$ cat config.mk
export PLATFORM = sky130hd
export DESIGN_NAME = obj_face_line_triangulator
export DESIGN_NICKNAME = d
export VERILOG_FILES = /design/src/hw/rtl/oflt_pkg.sv /design/src/hw/rtl/oflt_front.sv /design/src/hw/rtl/oflt_queue.sv /design/src/hw/rtl/oflt_back.sv /design/src/hw/rtl/obj_face_line_triangulator.sv
export SDC_FILE = /design/constraint.sdc
export NUM_CORES = 1
export LEC_CHECK = 0
export BUFFER_PORTS_ARGS = -buffer_cell sky130_fd_sc_hd__buf_2
export CORE_ASPECT_RATIO = 1.1
export CORE_MARGIN = 2
export CORE_UTILIZATION = 45
export CTS_CLUSTER_DIAMETER = 30
export DETAILED_ROUTE_END_ITERATION = 16
export GPL_TIMING_DRIVEN = 0
export SLEW_MARGIN = 15
export SYNTH_ARGS = -nofsm -noshare
export SYNTH_HDL_FRONTEND = slang
export SYNTH_HIERARCHICAL = 1
export SYNTH_SLANG_ARGS = --single-unit
$ cat constraint.sdc
create_clock -name clock -period 16.9 [get_ports clock]
set_input_delay 1.69 -clock clock [delete_from_list [all_inputs] [get_ports clock]]
set_output_delay 1.69 -clock clock [all_outputs]
set_load 0.05 [all_outputs]
$ cat src/hw/rtl/oflt_pkg.sv
// Shared types and constants of the face line triangulator.
package oflt_pkg;

   // Default widths and sizes
   localparam int INDEX_WIDTH_DEF = 24;
   localparam int QUEUE_DEPTH_DEF = 2;
   localparam int OUT_INDEX_WIDTH = 24;
   localparam int MATERIAL_WIDTH  = 16;
   localparam int CHAR_WIDTH      = 8;
   localparam int CORNER_SLOTS    = 9;

   // Character codes
   localparam logic [CHAR_WIDTH-1:0] CH_NUL   = 8'h00;
   localparam logic [CHAR_WIDTH-1:0] CH_TAB   = 8'h09;
   localparam logic [CHAR_WIDTH-1:0] CH_LF    = 8'h0A;
   localparam logic [CHAR_WIDTH-1:0] CH_CR    = 8'h0D;
   localparam logic [CHAR_WIDTH-1:0] CH_SPACE = 8'h20;
   localparam logic [CHAR_WIDTH-1:0] CH_HASH  = 8'h23;
   localparam logic [CHAR_WIDTH-1:0] CH_SLASH = 8'h2F;
   localparam logic [CHAR_WIDTH-1:0] CH_ZERO  = 8'h30;
   localparam logic [CHAR_WIDTH-1:0] CH_NINE  = 8'h39;

   // Result kinds
   typedef enum logic [2:0] {
      KIND_VERTEX   = 3'd0,
      KIND_TEXTURE  = 3'd1,
      KIND_NORMAL   = 3'd2,
      KIND_MATERIAL = 3'd3,
      KIND_ERROR    = 3'd4
   } kind_type;

   // Control part of one job handed from the parser to the emitter
   typedef struct packed {
      logic                      is_error;
      logic                      has_texture;
      logic                      has_normal;
      logic                      material_valid;
      logic [MATERIAL_WIDTH-1:0] material_index;
   } job_ctrl_type;

endpackage

$ cat src/hw/rtl/oflt_front.sv
// Byte parser: number accumulation, corner tracking and job generation.
module oflt_front import oflt_pkg::*; #(
   parameter int INDEX_WIDTH = INDEX_WIDTH_DEF
) (
   input  logic                                       clock,
   input  logic                                       reset,
   input  logic                                       fire,
   input  logic [CHAR_WIDTH-1:0]                      char_code,
   input  logic                                       material_valid,
   input  logic [MATERIAL_WIDTH-1:0]                  material_index,
   output logic                                       job_push,
   output job_ctrl_type                               job_ctrl,
   output logic [CORNER_SLOTS-1:0][INDEX_WIDTH-1:0]   job_indices
);

   localparam int PW = INDEX_WIDTH + 4;
   localparam logic [INDEX_WIDTH-1:0] INDEX_MAX = {INDEX_WIDTH{1'b1}};

   logic [CORNER_SLOTS-1:0][INDEX_WIDTH-1:0] idx_ff, idx_in;
   logic [1:0]             cc_ff, cc_in;
   logic [1:0]             kc_ff, kc_in;
   logic                   ht_ff, ht_in;
   logic                   hn_ff, hn_in;
   logic                   njr_ff, njr_in;
   logic [INDEX_WIDTH-1:0] acc_ff, acc_in;
   logic                   innum_ff, innum_in;
   logic                   skip_ff, skip_in;

   logic                                     is_digit, is_sep, is_slash;
   logic                                     fail, emit, stop;
   logic [INDEX_WIDTH-1:0]                   acc_base;
   logic [PW-1:0]                            acc_ext, prod;
   logic [3:0]                               digit, slot;
   logic [CORNER_SLOTS-1:0][INDEX_WIDTH-1:0] idx_v;
   logic [1:0]                               kc_v, cc_v;
   logic                                     ht_v, hn_v, njr_v;

   // Classify the byte
   assign is_digit = (char_code >= CH_ZERO) && (char_code <= CH_NINE);
   assign is_slash = (char_code == CH_SLASH);
   assign is_sep   = (char_code == CH_SPACE) || (char_code == CH_TAB) ||
                     (char_code == CH_CR) || (char_code == CH_LF) ||
                     (char_code == CH_NUL) || (char_code == CH_HASH);

   // Decimal step: times ten plus digit
   assign digit    = 4'(char_code - CH_ZERO);
   assign acc_base = innum_ff ? acc_ff : '0;
   assign acc_ext  = PW'(acc_base);
   assign prod     = (acc_ext << 3) + (acc_ext << 1) + PW'(digit);

   // Next state of the parser
   always_comb begin
      idx_v    = idx_ff;
      kc_v     = kc_ff;
      cc_v     = cc_ff;
      ht_v     = ht_ff;
      hn_v     = hn_ff;
      njr_v    = njr_ff;
      acc_in   = acc_ff;
      innum_in = innum_ff;
      skip_in  = skip_ff;
      fail     = 1'b0;
      emit     = 1'b0;
      stop     = 1'b0;
      slot     = 4'(kc_ff) * 4'd3 + 4'(cc_ff);
      if (skip_ff) begin
         // drop bytes until end of line
      end else if (is_digit) begin
         if (!innum_ff && kc_ff == 2'd3) begin
            fail = 1'b1;
         end else begin
            innum_in = 1'b1;
            if (prod[PW-1:INDEX_WIDTH] != '0) begin
               acc_in = INDEX_MAX;
               fail   = 1'b1;
            end else begin
               acc_in = prod[INDEX_WIDTH-1:0];
            end
         end
      end else begin
         // close a pending number
         if (innum_ff) begin
            innum_in = 1'b0;
            acc_in   = '0;
            if (acc_ff == '0 || kc_ff == 2'd3 || cc_ff == 2'd3) begin
               fail = 1'b1;
               stop = 1'b1;
            end else begin
               for (int s = 0; s < CORNER_SLOTS; s++) begin
                  if (4'(s) == slot) idx_v[s] = acc_ff;
               end
               njr_v = 1'b1;
               kc_v  = kc_ff + 2'd1;
               if (cc_ff == 2'd0 && kc_v == 2'd2) ht_v = 1'b1;
               else if (cc_ff == 2'd0 && kc_v == 2'd3) hn_v = 1'b1;
            end
         end
         if (!stop) begin
            if (is_slash) begin
               if (kc_v == 2'd3) begin
                  fail = 1'b1;
               end else if (!njr_v && (kc_v == 2'd0 || (kc_v == 2'd1 && ht_v) ||
                                       (kc_v == 2'd2 && hn_v))) begin
                  fail = 1'b1;
               end else begin
                  if (!njr_v) kc_v = kc_v + 2'd1;
                  njr_v = 1'b0;
               end
            end else if (is_sep) begin
               if (kc_v != 2'd0 && ((ht_v && kc_v < 2'd2) || (hn_v && kc_v < 2'd3))) begin
                  fail = 1'b1;
               end else begin
                  if (kc_v != 2'd0) begin
                     cc_v = cc_v + 2'd1;
                     kc_v = 2'd0;
                     if (cc_v == 2'd3) begin
                        emit = 1'b1;
                        cc_v = 2'd2;
                     end
                  end
                  njr_v = 1'b0;
                  if (char_code == CH_HASH) skip_in = 1'b1;
               end
            end else begin
               fail = 1'b1;
            end
         end
      end
      if (fail) skip_in = 1'b1;

      // shift the fan: third corner becomes the second
      idx_in = idx_v;
      if (emit) begin
         for (int k = 0; k < 3; k++) begin
            idx_in[k*3+1] = idx_v[k*3+2];
         end
      end
      kc_in  = kc_v;
      cc_in  = cc_v;
      ht_in  = ht_v;
      hn_in  = hn_v;
      njr_in = njr_v;

      // end of line clears all but the corner store
      if (char_code == CH_NUL) begin
         kc_in    = 2'd0;
         cc_in    = 2'd0;
         ht_in    = 1'b0;
         hn_in    = 1'b0;
         njr_in   = 1'b0;
         acc_in   = '0;
         innum_in = 1'b0;
         skip_in  = 1'b0;
      end
   end

   // Job towards the queue
   assign job_push                = fire && (fail || emit);
   assign job_ctrl.is_error       = fail;
   assign job_ctrl.has_texture    = ht_v;
   assign job_ctrl.has_normal     = hn_v;
   assign job_ctrl.material_valid = material_valid;
   assign job_ctrl.material_index = material_index;
   assign job_indices             = idx_v;

   // Advance the parser on each accepted transaction
   always_ff @(posedge clock) begin
      if (reset) begin
         idx_ff   <= '0;
         cc_ff    <= 2'd0;
         kc_ff    <= 2'd0;
         ht_ff    <= 1'b0;
         hn_ff    <= 1'b0;
         njr_ff   <= 1'b0;
         acc_ff   <= '0;
         innum_ff <= 1'b0;
         skip_ff  <= 1'b0;
      end else if (fire) begin
         idx_ff   <= idx_in;
         cc_ff    <= cc_in;
         kc_ff    <= kc_in;
         ht_ff    <= ht_in;
         hn_ff    <= hn_in;
         njr_ff   <= njr_in;
         acc_ff   <= acc_in;
         innum_ff <= innum_in;
         skip_ff  <= skip_in;
      end
   end

endmodule

$ cat src/hw/rtl/oflt_queue.sv
// Small job queue between the parser and the result emitter.
module oflt_queue import oflt_pkg::*; #(
   parameter int WIDTH = 8,
   parameter int DEPTH = QUEUE_DEPTH_DEF
) (
   input  logic             clock,
   input  logic             reset,
   input  logic             push,
   input  logic [WIDTH-1:0] push_data,
   input  logic             pop,
   output logic [WIDTH-1:0] head_data,
   output logic             not_empty,
   output logic             full
);

   localparam int PTR_W = (DEPTH > 1) ? $clog2(DEPTH) : 1;
   localparam int CNT_W = $clog2(DEPTH + 1);
   localparam logic [PTR_W-1:0] PTR_LAST = PTR_W'(DEPTH - 1);

   logic [WIDTH-1:0] mem_ff [DEPTH];
   logic [PTR_W-1:0] wr_ptr_ff, wr_ptr_in;
   logic [PTR_W-1:0] rd_ptr_ff, rd_ptr_in;
   logic [CNT_W-1:0] count_ff, count_in;

   assign not_empty = (count_ff != '0);
   assign full      = (count_ff == CNT_W'(DEPTH));
   assign head_data = mem_ff[rd_ptr_ff];

   // Wrap pointers and track fill
   always_comb begin
      wr_ptr_in = wr_ptr_ff;
      rd_ptr_in = rd_ptr_ff;
      count_in  = count_ff;
      if (push) wr_ptr_in = (wr_ptr_ff == PTR_LAST) ? '0 : wr_ptr_ff + PTR_W'(1);
      if (pop)  rd_ptr_in = (rd_ptr_ff == PTR_LAST) ? '0 : rd_ptr_ff + PTR_W'(1);
      if (push && !pop)      count_in = count_ff + CNT_W'(1);
      else if (pop && !push) count_in = count_ff - CNT_W'(1);
   end

   // Store entries
   always_ff @(posedge clock) begin
      if (push) mem_ff[wr_ptr_ff] <= push_data;
   end

   always_ff @(posedge clock) begin
      if (reset) begin
         wr_ptr_ff <= '0;
         rd_ptr_ff <= '0;
         count_ff  <= '0;
      end else begin
         wr_ptr_ff <= wr_ptr_in;
         rd_ptr_ff <= rd_ptr_in;
         count_ff  <= count_in;
      end
   end

   a_no_push_full: assert property (@(posedge clock) disable iff (reset)
      push |-> !full)
      else $error("job pushed into a full queue");

   a_no_pop_empty: assert property (@(posedge clock) disable iff (reset)
      pop |-> not_empty)
      else $error("job popped from an empty queue");

endmodule

$ cat src/hw/rtl/oflt_back.sv
// Result emitter: expands one job into its triangle, material or error results.
module oflt_back import oflt_pkg::*; #(
   parameter int INDEX_WIDTH = INDEX_WIDTH_DEF
) (
   input  logic                                     clock,
   input  logic                                     reset,
   input  logic                                     job_valid,
   input  job_ctrl_type                             job_ctrl,
   input  logic [CORNER_SLOTS-1:0][INDEX_WIDTH-1:0] job_indices,
   output logic                                     job_pop,
   output logic                                     rsp_valid,
   input  logic                                     rsp_ready,
   output kind_type                                 rsp_kind,
   output logic [OUT_INDEX_WIDTH-1:0]               rsp_first,
   output logic [OUT_INDEX_WIDTH-1:0]               rsp_second,
   output logic [OUT_INDEX_WIDTH-1:0]               rsp_third,
   output logic                                     rsp_last
);

   typedef enum logic [3:0] {
      PH_VERT = 4'b0001,
      PH_TEX  = 4'b0010,
      PH_NRM  = 4'b0100,
      PH_MAT  = 4'b1000
   } phase_type;

   phase_type                  phase_ff, phase_in, next_phase;
   logic                       valid_ff, valid_in;
   kind_type                   kind_ff, kind_v;
   logic [OUT_INDEX_WIDTH-1:0] first_ff, second_ff, third_ff;
   logic [OUT_INDEX_WIDTH-1:0] first_v, second_v, third_v;
   logic                       last_ff, more;
   logic                       load;

   function automatic logic [OUT_INDEX_WIDTH-1:0] to_out(input logic [INDEX_WIDTH-1:0] v);
      to_out = OUT_INDEX_WIDTH'({{OUT_INDEX_WIDTH{1'b0}}, v});
   endfunction

   assign load    = job_valid && (!valid_ff || rsp_ready);
   assign job_pop = load && !more;

   // Pick the result for the current phase
   always_comb begin
      kind_v     = KIND_VERTEX;
      first_v    = to_out(job_indices[0]);
      second_v   = to_out(job_indices[1]);
      third_v    = to_out(job_indices[2]);
      more       = 1'b0;
      next_phase = PH_VERT;
      case (phase_ff)
         PH_VERT: begin
            more       = job_ctrl.has_texture || job_ctrl.has_normal ||
                         job_ctrl.material_valid;
            next_phase = job_ctrl.has_texture ? PH_TEX :
                         job_ctrl.has_normal  ? PH_NRM : PH_MAT;
         end
         PH_TEX: begin
            kind_v     = KIND_TEXTURE;
            first_v    = to_out(job_indices[3]);
            second_v   = to_out(job_indices[4]);
            third_v    = to_out(job_indices[5]);
            more       = job_ctrl.has_normal || job_ctrl.material_valid;
            next_phase = job_ctrl.has_normal ? PH_NRM : PH_MAT;
         end
         PH_NRM: begin
            kind_v     = KIND_NORMAL;
            first_v    = to_out(job_indices[6]);
            second_v   = to_out(job_indices[7]);
            third_v    = to_out(job_indices[8]);
            more       = job_ctrl.material_valid;
            next_phase = PH_MAT;
         end
         PH_MAT: begin
            kind_v   = KIND_MATERIAL;
            first_v  = OUT_INDEX_WIDTH'(job_ctrl.material_index);
            second_v = '0;
            third_v  = '0;
         end
         default: begin
            kind_v   = KIND_MATERIAL;
            first_v  = '0;
            second_v = '0;
            third_v  = '0;
         end
      endcase
      if (job_ctrl.is_error) begin
         kind_v     = KIND_ERROR;
         first_v    = '0;
         second_v   = '0;
         third_v    = '0;
         more       = 1'b0;
         next_phase = PH_VERT;
      end
   end

   // Control of the output register and phase
   always_comb begin
      valid_in = valid_ff;
      phase_in = phase_ff;
      if (load) begin
         valid_in = 1'b1;
         phase_in = more ? next_phase : PH_VERT;
      end else if (rsp_ready) begin
         valid_in = 1'b0;
      end
   end

   always_ff @(posedge clock) begin
      if (reset) begin
         valid_ff <= 1'b0;
         phase_ff <= PH_VERT;
      end else begin
         valid_ff <= valid_in;
         phase_ff <= phase_in;
      end
   end

   // Hold payload until the next load
   always_ff @(posedge clock) begin
      if (load) begin
         kind_ff   <= kind_v;
         first_ff  <= first_v;
         second_ff <= second_v;
         third_ff  <= third_v;
         last_ff   <= !more;
      end
   end

   assign rsp_valid  = valid_ff;
   assign rsp_kind   = kind_ff;
   assign rsp_first  = first_ff;
   assign rsp_second = second_ff;
   assign rsp_third  = third_ff;
   assign rsp_last   = last_ff;

   a_error_is_last: assert property (@(posedge clock) disable iff (reset)
      valid_ff && kind_ff == KIND_ERROR |-> last_ff)
      else $error("error result not marked last");

   a_pop_marks_last: assert property (@(posedge clock) disable iff (reset)
      job_pop |=> valid_ff && last_ff)
      else $error("job retired without a last result");

   a_phase_needs_job: assert property (@(posedge clock) disable iff (reset)
      phase_ff != PH_VERT |-> job_valid)
      else $error("mid-job phase without a job at the queue head");

endmodule

$ cat src/hw/rtl/obj_face_line_triangulator.sv
// Top level of the face line parser with fan triangulation.
//
//   Channel | Direction | Handshake            | Contents
//   req     | in        | req_tvalid/tready    | one byte of the face line
//   rsp     | out       | rsp_tvalid/tready    | triangle, material or error result
//
// One byte is taken per cycle while the job queue has room. A corner that closes
// a fan triangle, or an error, turns into one job; the emitter drains it one result
// at a time (1 to 4 results) through a registered output, so a long run of triangles
// is bounded by the emitter and the QUEUE_DEPTH-entry queue. Reset is synchronous
// and clears all control state and the corner store; no clearing pass follows it.
module obj_face_line_triangulator import oflt_pkg::*; #(
   parameter int INDEX_WIDTH = INDEX_WIDTH_DEF,
   parameter int QUEUE_DEPTH = QUEUE_DEPTH_DEF
) (
   input  logic        clock,
   input  logic        reset,
   input  logic        req_tvalid,
   output logic        req_tready,
   input  logic [23:0] req_tdata,   // char_code[7:0], material_index[23:8]
   input  logic [0:0]  req_tuser,   // material_valid[0]
   output logic        rsp_tvalid,
   input  logic        rsp_tready,
   output logic [71:0] rsp_tdata,   // first_index[23:0], second_index[47:24],
                                    // third_index[71:48]
   output logic [2:0]  rsp_tuser,   // kind[2:0]
   output logic        rsp_tlast    // last_of_run
);

   localparam int JOB_W = $bits(job_ctrl_type) + CORNER_SLOTS * INDEX_WIDTH;

   logic                                     req_fire, q_full, q_not_empty;
   logic                                     job_push, job_pop;
   job_ctrl_type                             push_ctrl, head_ctrl;
   logic [CORNER_SLOTS-1:0][INDEX_WIDTH-1:0] push_idx, head_idx;
   logic [JOB_W-1:0]                         head_data;
   kind_type                                 rsp_kind;
   logic [OUT_INDEX_WIDTH-1:0]               rsp_first, rsp_second, rsp_third;

   assign req_tready = !q_full;
   assign req_fire   = req_tvalid && req_tready;

   oflt_front #(
      .INDEX_WIDTH (INDEX_WIDTH)
   ) u_front (
      .clock          (clock),
      .reset          (reset),
      .fire           (req_fire),
      .char_code      (req_tdata[7:0]),
      .material_valid (req_tuser[0]),
      .material_index (req_tdata[23:8]),
      .job_push       (job_push),
      .job_ctrl       (push_ctrl),
      .job_indices    (push_idx)
   );

   oflt_queue #(
      .WIDTH (JOB_W),
      .DEPTH (QUEUE_DEPTH)
   ) u_queue (
      .clock     (clock),
      .reset     (reset),
      .push      (job_push),
      .push_data ({push_ctrl, push_idx}),
      .pop       (job_pop),
      .head_data (head_data),
      .not_empty (q_not_empty),
      .full      (q_full)
   );

   // Split the head entry back into its parts
   assign head_ctrl = head_data[JOB_W-1 -: $bits(job_ctrl_type)];
   assign head_idx  = head_data[CORNER_SLOTS*INDEX_WIDTH-1:0];

   oflt_back #(
      .INDEX_WIDTH (INDEX_WIDTH)
   ) u_back (
      .clock       (clock),
      .reset       (reset),
      .job_valid   (q_not_empty),
      .job_ctrl    (head_ctrl),
      .job_indices (head_idx),
      .job_pop     (job_pop),
      .rsp_valid   (rsp_tvalid),
      .rsp_ready   (rsp_tready),
      .rsp_kind    (rsp_kind),
      .rsp_first   (rsp_first),
      .rsp_second  (rsp_second),
      .rsp_third   (rsp_third),
      .rsp_last    (rsp_tlast)
   );

   assign rsp_tdata = {rsp_third, rsp_second, rsp_first};
   assign rsp_tuser = rsp_kind;

endmodule

==> results of run 1 <==
## power groups by stage
stage	Sequential (mW)	Combinational, mW	Clock [mW]
2_1_floorplan	2.99	0.836	0
3_3_place_gp	2.70	1.65	0
3_5_place_dp	2.60	1.72	0
4_1_cts	2.57	1.73	3.11
5_1_grt	2.59	1.82	3.21
6_report	2.57	1.73	3.07
## metal layers
| metal | vias up | share of wire [%] |
|---|---|---|
| met1 | 12900 | 42 |
| li1 | 11600 | - |
| met5 | - | 0 |
| met3 | 223 | 6.4 |
| met2 | 975 | 48 |
| met4 | 0 | 3.3 |
## final cells by class
type / instances / share of cell area, %
Inverter: 29 / 0.247
Clock inverter: 101 / 2.55
Multi-Input combinational cell: 1825 / 30.1
Clock buffer: 190 / 9.13
Buffer: 373 / 5.01
Timing Repair Buffer: 107 / 1.96
Tap cell: 1073 / 2.98
Sequential cell: 807 / 48.1
## worst max-delay path, stage by stage, from the launching register on
cell and delay [ns]:
dfxtp_1 0.57, clkbuf_1 0.76, and2_1 0.28, ha_1 0.24, ha_1 0.37, o21ai_0 0.13, o21ai_0 0.28, or3b_2 0.48
o211ai_1 0.27, nand2_1 0.15, o21ai_0 0.29, nor4_1 0.16, a2111oi_2 0.56, buf_2 0.29, nor2b_4 0.70, buf_16 0.24
buf_16 0.16, buf_16 0.18, buf_16 0.19
## worst paths after layout
| check | from | end | slack [ns] | cells past startpoint |
|---|---|---|---|---|
| max | u_front/acc_ff[9]$_SDFFE_PP0P_ | u_queue/mem_ff[0][135]$_DFFE_PP_ | 10.22 | 18 |
| min reg2reg | u_front/idx_ff[75]$_SDFFE_PP0P_ | u_front/idx_ff[75]$_SDFFE_PP0P_ | 0.45 | 2 |
| max reg2reg | u_front/acc_ff[9]$_SDFFE_PP0P_ | u_queue/mem_ff[0][135]$_DFFE_PP_ | 10.22 | 18 |
| min | u_front/idx_ff[75]$_SDFFE_PP0P_ | u_front/idx_ff[75]$_SDFFE_PP0P_ | 0.45 | 2 |
## cell usage in the layout (no fill, tap or decap), drive strengths merged, types with 5 or more instances in the layout
cell and instances:
nor3 118, nand2 227, nor3b 8, a221oi 5, a221o 20, nor2b 10
a211oi 5, a22oi 57, ha 56, mux2 429, mux2i 77, nand4 5
a2111oi 5, and2 33, nor4 9, dfxtp 259, nand2b 10, or3 31
a21o 8, o211ai 30, clkinvlp 10, xor2 9, o22ai 50, buf 359
bufinv 18, a211o 7, a22o 72, inv 53, nor2 335, clkbuf 311
a222oi 16, clkinv 49, o21ai 22, nand3 16, edfxtp 548, a21oi 82
xnor2 10, and3 8
## cell families (layout without fill, tap and decap cells)
family	after synthesis	in the layout	share of synthesized area, %
AND/OR/NAND/NOR	824	824	9.77
adder cells (fa/ha/maj)	60	60	2.08
multiplexers	506	506	15.5
flip-flops	807	807	57.7
buffers and inverters	402	800	6.30
XOR/XNOR	19	19	0.443
AO/OA/AOI/OAI	416	416	8.21
## through the flow
| step | power, mW | hold slack, ns | cells | setup TNS, ns |
|---|---|---|---|---|
| 3_5_place_dp | 4.33 | 0.447 | 4214 | 0 |
| 6_report | 7.37 | 0.453 | 4505 | 0 |
| 2_1_floorplan | 3.82 | 0.434 | 3034 | 0 |
| 4_1_cts | 7.41 | 0.453 | 4505 | 0 |
| 3_3_place_gp | 4.34 | 0.441 | 4196 | -1829.45 |
| 5_1_grt | 7.62 | 0.471 | 4505 | 0 |
## state kept, by name, indices dropped and copies added, names as in the netlist, 2 cells and up, named ones only
signal,count
u_queue/mem_ff,472
u_front/idx_ff,216
u_back/rsp_first,24
u_back/rsp_second,24
u_back/rsp_third,24
u_front/acc_ff,24
u_back/phase_ff,4
u_back/rsp_kind,3
u_front/cc_ff,2
u_front/kc_ff,2
u_queue/count_ff,2
==> qor.csv, run 1 <==
stage;metric;value;unit
outcome;outcome;finished clean;
finish;Post-Layout Inst Area;45000;µm²
drt;Initial DRC Count;2183;
finish;layout cell share with drive strength beyond 1;30.8;%
finish;Reg area;21600;µm²
pwr;Comb pwr share;23.4;%
global_route;initial antenna violation count;2;
synth;Synth Area per Inst;12.4;µm²
worst_hold_path;Hold Path Class;flip-flop to flip-flop;
synth;Synth top area share;43.8;%
finish;FILL cells;6897;
setup_path;kind of critical path;flip-flop to flip-flop;
floorplanning;Initial Utilization;45.3;%
drt;post-route ant nets;0;
sta;Max Fclk;0.150;GHz
synth;Cell Area, Synth;37500;µm²
sta;Final min period;6.68;ns
floorplanning;Die W;279;µm
pwr;Lkg Pwr;17.7;nW
global_route;Most Crowded Layer GR;met2;
drt;vias after detailed routing;25700;
clocking;H-tree depth;4;
floorplanning;top-level port count;107;
floorplanning;core area;82900;µm²
pwr;P_sw;2.29;mW
global_route;vias in the first global route;25900;
finish;fin nets;3387;
finish;Layout area overhead;20.0;%
synth;sequential share of the synthesized area;57.7;%
drt;post-DR wirelength/cell;24.5;µm
synth;top-count cell post-synth;edfxtp_1;
run;Max Cap Viol;0;
drt;Post-Route WL;110;mm
synth;syn_nets;3123;
clocking;Root Driver;clkbuf_16;
pwr;switching share of power;31.1;%
global_route;first-pass GRT wire length;163;mm
global_route;met1 Use GR;33.6;%
placement;IO buf count;89;
global_route;met3 Use GR;4.40;%
clocking;Clock Latency Late Sink;0.73;ns
clocking;Clock Path Buffers;3;
pwr;Max VDD drop;108;µV
sta;Clock Skews;0.0188;ns
sta;Slew HR;33.3;%
sta;Fin. Hold Viols;0;
sta;Final setup viols;0;
drt;Detailed Routing Iterations Pass 1;5;
pwr;clock network power share;41.7;%
clocking;CTS Hold Bufs;0;
setup_path;CP startpoint kind;flip-flop;
global_route;Total GRT Usage;25.7;%
sta;RSZ-0062 raised after global routing;no;
clocking;Setup Buffers After CTS;0;
finish;Diodes inserted;0;
drt;drt via density;5.70;
synth;Seq cells post-synth;807;
clocking;post-CTS sizing;0;
finish;multi-input logic area;13500;µm²
finish;Core Util, Final;54.3;%
synth;area leader, netlist;edfxtp_1;
sta;actual slew at the worst max-slew pin;0.997;ns
floorplanning;row count;111;
clocking;CTS clk-pin slew, worst paths;0.05;ns
global_route;largest net degree at the start of global routing;57;
synth;top cells by count, synth;edfxtp_1, mux2_2, nor2_1, dfxtp_1, nand2_1;
setup_path;crit path DAT;7.09;ns
synth;largest cells by area after synthesis;edfxtp_1, dfxtp_1, mux2_2;
placement;GPL Wtd Cong;0.896;
sta;Max Slew Vio Count;0;
pwr;Internal;5.08;mW
synth;Mapped Cells;3034;
synth;main flop type after synthesis;edfxtp_1;
placement;Post-Place Setup Slack;9.82;ns
global_route;met2 usage;42.4;%
synth;asr flop ratio synth;0;%
setup_path;Crit Path Max Fanout;22;
global_route;global route overflow;0;
pwr;PwrDens;164;nW/µm²
setup_path;Worst Path Required;17.31;ns
synth;yosys warns;6;
placement;DP HPWL;80.2;mm
placement;Cell Area, Placed;39800;µm²
clocking;clk sinks;807;
clocking;total CTS buffers;155;
pwr;Seq pwr share;34.8;%
sta;setup ws final;10.22;ns
clocking;TritonCTS clock tree;done;
sta;crit share post-route;39.5;%
synth;number of flops mapped to enable cells by yosys;548;
drt;DR DRC count;0;
floorplanning;Die ar.;85700;µm²
setup_path;CP endpoint kind;flip-flop;
synth;Distinct cells, synth;84;
floorplanning;Die H;307;µm
(Power assumes the default switching activity.)
==> run 2: changes to the inputs <==
--- a/config.mk
+++ b/config.mk
@@ -5,6 +5,7 @@
 export SDC_FILE = /design/constraint.sdc
 export NUM_CORES = 1
 export LEC_CHECK = 0
+export ABC_AREA = 1
 export BUFFER_PORTS_ARGS = -buffer_cell sky130_fd_sc_hd__buf_2
 export CORE_ASPECT_RATIO = 1.1
 export CORE_MARGIN = 2
==> constraint.sdc (replaced) <==
create_clock -name clock -period 7 [get_ports clock]
set_input_delay 0.7 -clock clock [delete_from_list [all_inputs] [get_ports clock]]
set_output_delay 0.7 -clock clock [all_outputs]
set_load 0.05 [all_outputs]
==> qor.csv, run 2 <==
stage;metric;value;unit;change
outcome;outcome;finished clean;;unchanged
setup_path;Crit Path Max Fanout;25;;was 22
drt;Post-Route WL;118;mm;was 110 mm
drt;Detailed Routing Iterations Pass 1;6;;was 5
synth;Synth Area per Inst;9.84;µm²;was 12.4 µm²
setup_path;Worst Path Required;7.42;ns;was 17.31 ns
worst_hold_path;Hold Path Class;input pin to flip-flop;;was flip-flop to flip-flop
synth;sequential share of the synthesized area;55.6;%;was 57.7%
sta;TNS Setup;0;ns;unchanged
placement;DP HPWL;85.6;mm;was 80.2 mm
finish;layout cell share with drive strength beyond 1;22.1;%;was 30.8%
drt;DR DRC count;0;;unchanged
synth;Cell Area, Synth;38900;µm²;was 37,500 µm²
synth;top cells by count, synth;nand2_1, inv_1, edfxtp_1, o21ai_0, dfxtp_1;;was edfxtp_1, mux2_2, nor2_1, dfxtp_1, nand2_1
finish;number of flip-flops in the largest register;472;;unchanged
finish;Core Util, Final;53.7;%;was 54.3%
finish;Post-Layout Inst Area;46100;µm²;was 45,000 µm²
synth;top-count cell post-synth;nand2_1;;was edfxtp_1
clocking;clk sinks;807;;unchanged
sta;actual slew at the worst max-slew pin;1.25;ns;was 0.997 ns
run;Max Cap Viol;0;;unchanged
global_route;vias in the first global route;27300;;was 25,900
clocking;total CTS buffers;142;;was 155
sta;Max Slew Vio Count;0;;unchanged
synth;Seq cells post-synth;807;;unchanged
placement;GPL Wtd Cong;0.962;;was 0.896
sta;Clock Skews;0.0234;ns;was 0.0188 ns
setup_path;max incr delay on CP;0.61;ns;was 0.76 ns
setup_path;crit path DAT;6.75;ns;was 7.09 ns
synth;number of flops mapped to enable cells by yosys;548;;unchanged
floorplanning;Die H;312;µm;was 307 µm
global_route;initial antenna violation count;6;;was 2
clocking;Clock Latency Late Sink;0.74;ns;was 0.73 ns
clocking;TritonCTS clock tree;done;;unchanged
synth;post-synthesis simple-gate area fraction;11.6;%;was 9.77%
clocking;CTS clk-pin slew, worst paths;0.05;ns;about the same
synth;asr flop ratio synth;0;%;unchanged
setup_path;CP max stage cell;a21oi_2;;was clkbuf_1
finish;FILL cells;7623;;was 6,897
floorplanning;Die ar.;88800;µm²;was 85,700 µm²
sta;setup ws final;0.679;ns;was 10.22 ns
finish;fin nets;4296;;was 3,387
synth;Distinct cells, synth;50;;was 84
synth;Synth top area share;42.3;%;was 43.8%
sta;crit share post-route;90.3;%;was 39.5%
drt;post-DR wirelength/cell;21.6;µm;was 24.5 µm
finish;most common cell after layout, fill and taps aside;nand2_1;;was edfxtp_1
floorplanning;top-level port count;107;;unchanged
sta;Max Fclk;0.158;GHz;was 0.150 GHz
floorplanning;row count;113;;was 111
sta;Final min period;6.32;ns;was 6.68 ns
floorplanning;Initial Utilization;45.3;%;about the same
drt;drt via density;5.24;;was 5.70
global_route;global route overflow;0;;unchanged
synth;area leader, netlist;edfxtp_1;;unchanged
synth;Compound-Gate Fraction of Synth Area;11.3;%;was 8.21%
sta;RSZ-0062 raised after global routing;no;;unchanged
setup_path;CP startpoint kind;flip-flop;;unchanged
clocking;H-tree depth;4;;unchanged
synth;Mapped Cells;3954;;was 3,034
global_route;met1 Use GR;35.9;%;was 33.6%
sta;Fin. Hold Viols;0;;unchanged
global_route;met3 Use GR;5.15;%;was 4.40%
floorplanning;Die W;284;µm;was 279 µm
sta;Slew HR;15.7;%;was 33.3%
finish;commonest non-fill, non-tap cells in the layout;nand2_1, inv_1, edfxtp_1, o21ai_0, dfxtp_1;;was edfxtp_1, mux2_2, nor2_1, dfxtp_1, nand2_1
synth;xor/xnor share of the synthesized area;0.473;%;was 0.443%
pwr;PwrDens;399;nW/µm²;was 164 nW/µm²
placement;Cell Area, Placed;41200;µm²;was 39,800 µm²
drt;post-route ant nets;0;;unchanged
finish;Largest Register;u_queue/mem_ff;;unchanged
pwr;Max VDD drop;231;µV;was 108 µV
synth;mux contribution to synthesized area;7.22;%;was 15.5%
sta;Final setup viols;0;;unchanged
finish;Largest regs;u_queue/mem_ff x472, u_front/idx_ff x216;;unchanged
synth;largest cells by area after synthesis;edfxtp_1, dfxtp_1, nand2_1;;was edfxtp_1, dfxtp_1, mux2_2
clocking;Setup Buffers After CTS;0;;unchanged
global_route;first-pass GRT wire length;173;mm;was 163 mm
global_route;largest net degree at the start of global routing;45;;was 57
global_route;Most Crowded Layer GR;met2;;unchanged
setup_path;Top cell by count, worst path;nand3_1;;was buf_16
synth;Adder-Cell Fraction of Synth Area;2.01;%;was 2.08%
pwr;Lkg Pwr;20.9;nW;was 17.7 nW
setup_path;CP endpoint kind;flip-flop;;unchanged
synth;main flop type after synthesis;edfxtp_1;;unchanged
drt;Initial DRC Count;2931;;was 2,183
synth;syn_nets;4043;;was 3,123
placement;Post-Place Setup Slack;0.547;ns;was 9.82 ns
synth;yosys warns;6;;unchanged
finish;Layout area overhead;18.6;%;was 20.0%
global_route;Total GRT Usage;26.3;%;was 25.7%
global_route;met2 usage;40.7;%;was 42.4%
drt;vias after detailed routing;28700;;was 25,700
synth;largest family of logic cells by synthesized area;buffers and inverters;;was multiplexers
floorplanning;core area;86000;µm²;was 82,900 µm²
placement;IO buf count;89;;unchanged
clocking;Root Driver;clkbuf_16;;unchanged
setup_path;kind of critical path;flip-flop to flip-flop;;unchanged
clocking;Clock Path Buffers;3;;unchanged
[run 2: cell types whose count changed in the layout (fill, tap and decap cells not counted), sizes merged, moves of 77 or more]
cell	previous run	this run
a21oi	82	240
inv	53	573
mux2	429	236
mux2i	77	0
nand2	227	812
nand3	16	110
nor2	335	166
nor3	118	11
o21ai	22	411
[run 2: logic make-up after synthesis]
group / Yosys count
compound gates: 755
simple gates: 1120
mux: 236
buf+inv: 955
xor+xnor: 21
fa+ha+maj: 60
flops: 807
[run 2: area by class of cell]
type | instances | area, µm² | share of cell area [%]
Clock buffer | 171 | 3790 | 8.20
Inverter | 564 | 2120 | 4.60
Tap cell | 1150 | 1440 | 3.12
Multi-Input combinational cell | 2192 | 12700 | 27.5
Clock inverter | 95 | 1110 | 2.41
Timing Repair Buffer | 109 | 883 | 1.91
Antenna cell | 4 | 10.0 | 0.0217
Sequential cell | 807 | 21600 | 46.9
Buffer | 391 | 2480 | 5.37
[run 2: path summary, 6_finish.rpt]
check                                     endpoint  slack (ns)  cells after the start                             from
setup / recovery   u_queue/mem_ff[0][58]$_DFFE_PP_        0.68                     26    u_front/innum_ff$_SDFFE_PP0P_
hold / removal    u_queue/mem_ff[1][228]$_DFFE_PP_        0.15                      1                    req_tdata[20]
setup reg to reg   u_queue/mem_ff[0][58]$_DFFE_PP_        0.68                     26    u_front/innum_ff$_SDFFE_PP0P_
hold reg to reg    u_front/idx_ff[29]$_SDFFE_PP0P_        0.46                      2  u_front/idx_ff[29]$_SDFFE_PP0P_
[run 2: what timing repair did]
item                                    in CTS  in global routing
hold endpoints to repair                     0                  0
hold buffers                                 0                  0
gates resized for setup                      0                  1
endpoints found under the setup margin       0                 50
[run 2: power by group]
part	switching, mW	total [mW]	leakage, nW	internal, mW
Combinational	3.41	5.12	11.2	1.71
Clock	2.42	7.00	2.37	4.58
Sequential	0.200	6.30	7.37	6.10
[run 2: through the flow]
step	instances	hold WS [ns]	power (mW)
finish	5483	0.151	18.4
global route	5480	0.125	19.1
CTS	5479	0.117	18.5
detailed placement	5213	0.454	11.5
global placement	5193	0.448	11.4
floorplan	3954	0.442	9.91
[run 2: metal layers]
layer  up-vias  wire length (µm)
li1      13500                 -
met1     13800             49900
met2      1200             52700
met3       247             10200
met4         4              5430
met5         -                23
[run 2: critical path: cells and delay by family (launching register included)]
kind,cells,cell delay [ns]
and+or+nand+nor,12,1.88
AOI/OAI and AO/OA,1,0.61
DFF,1,0.41
adders and majority gates,2,0.63
buffers and inverters,11,2.40
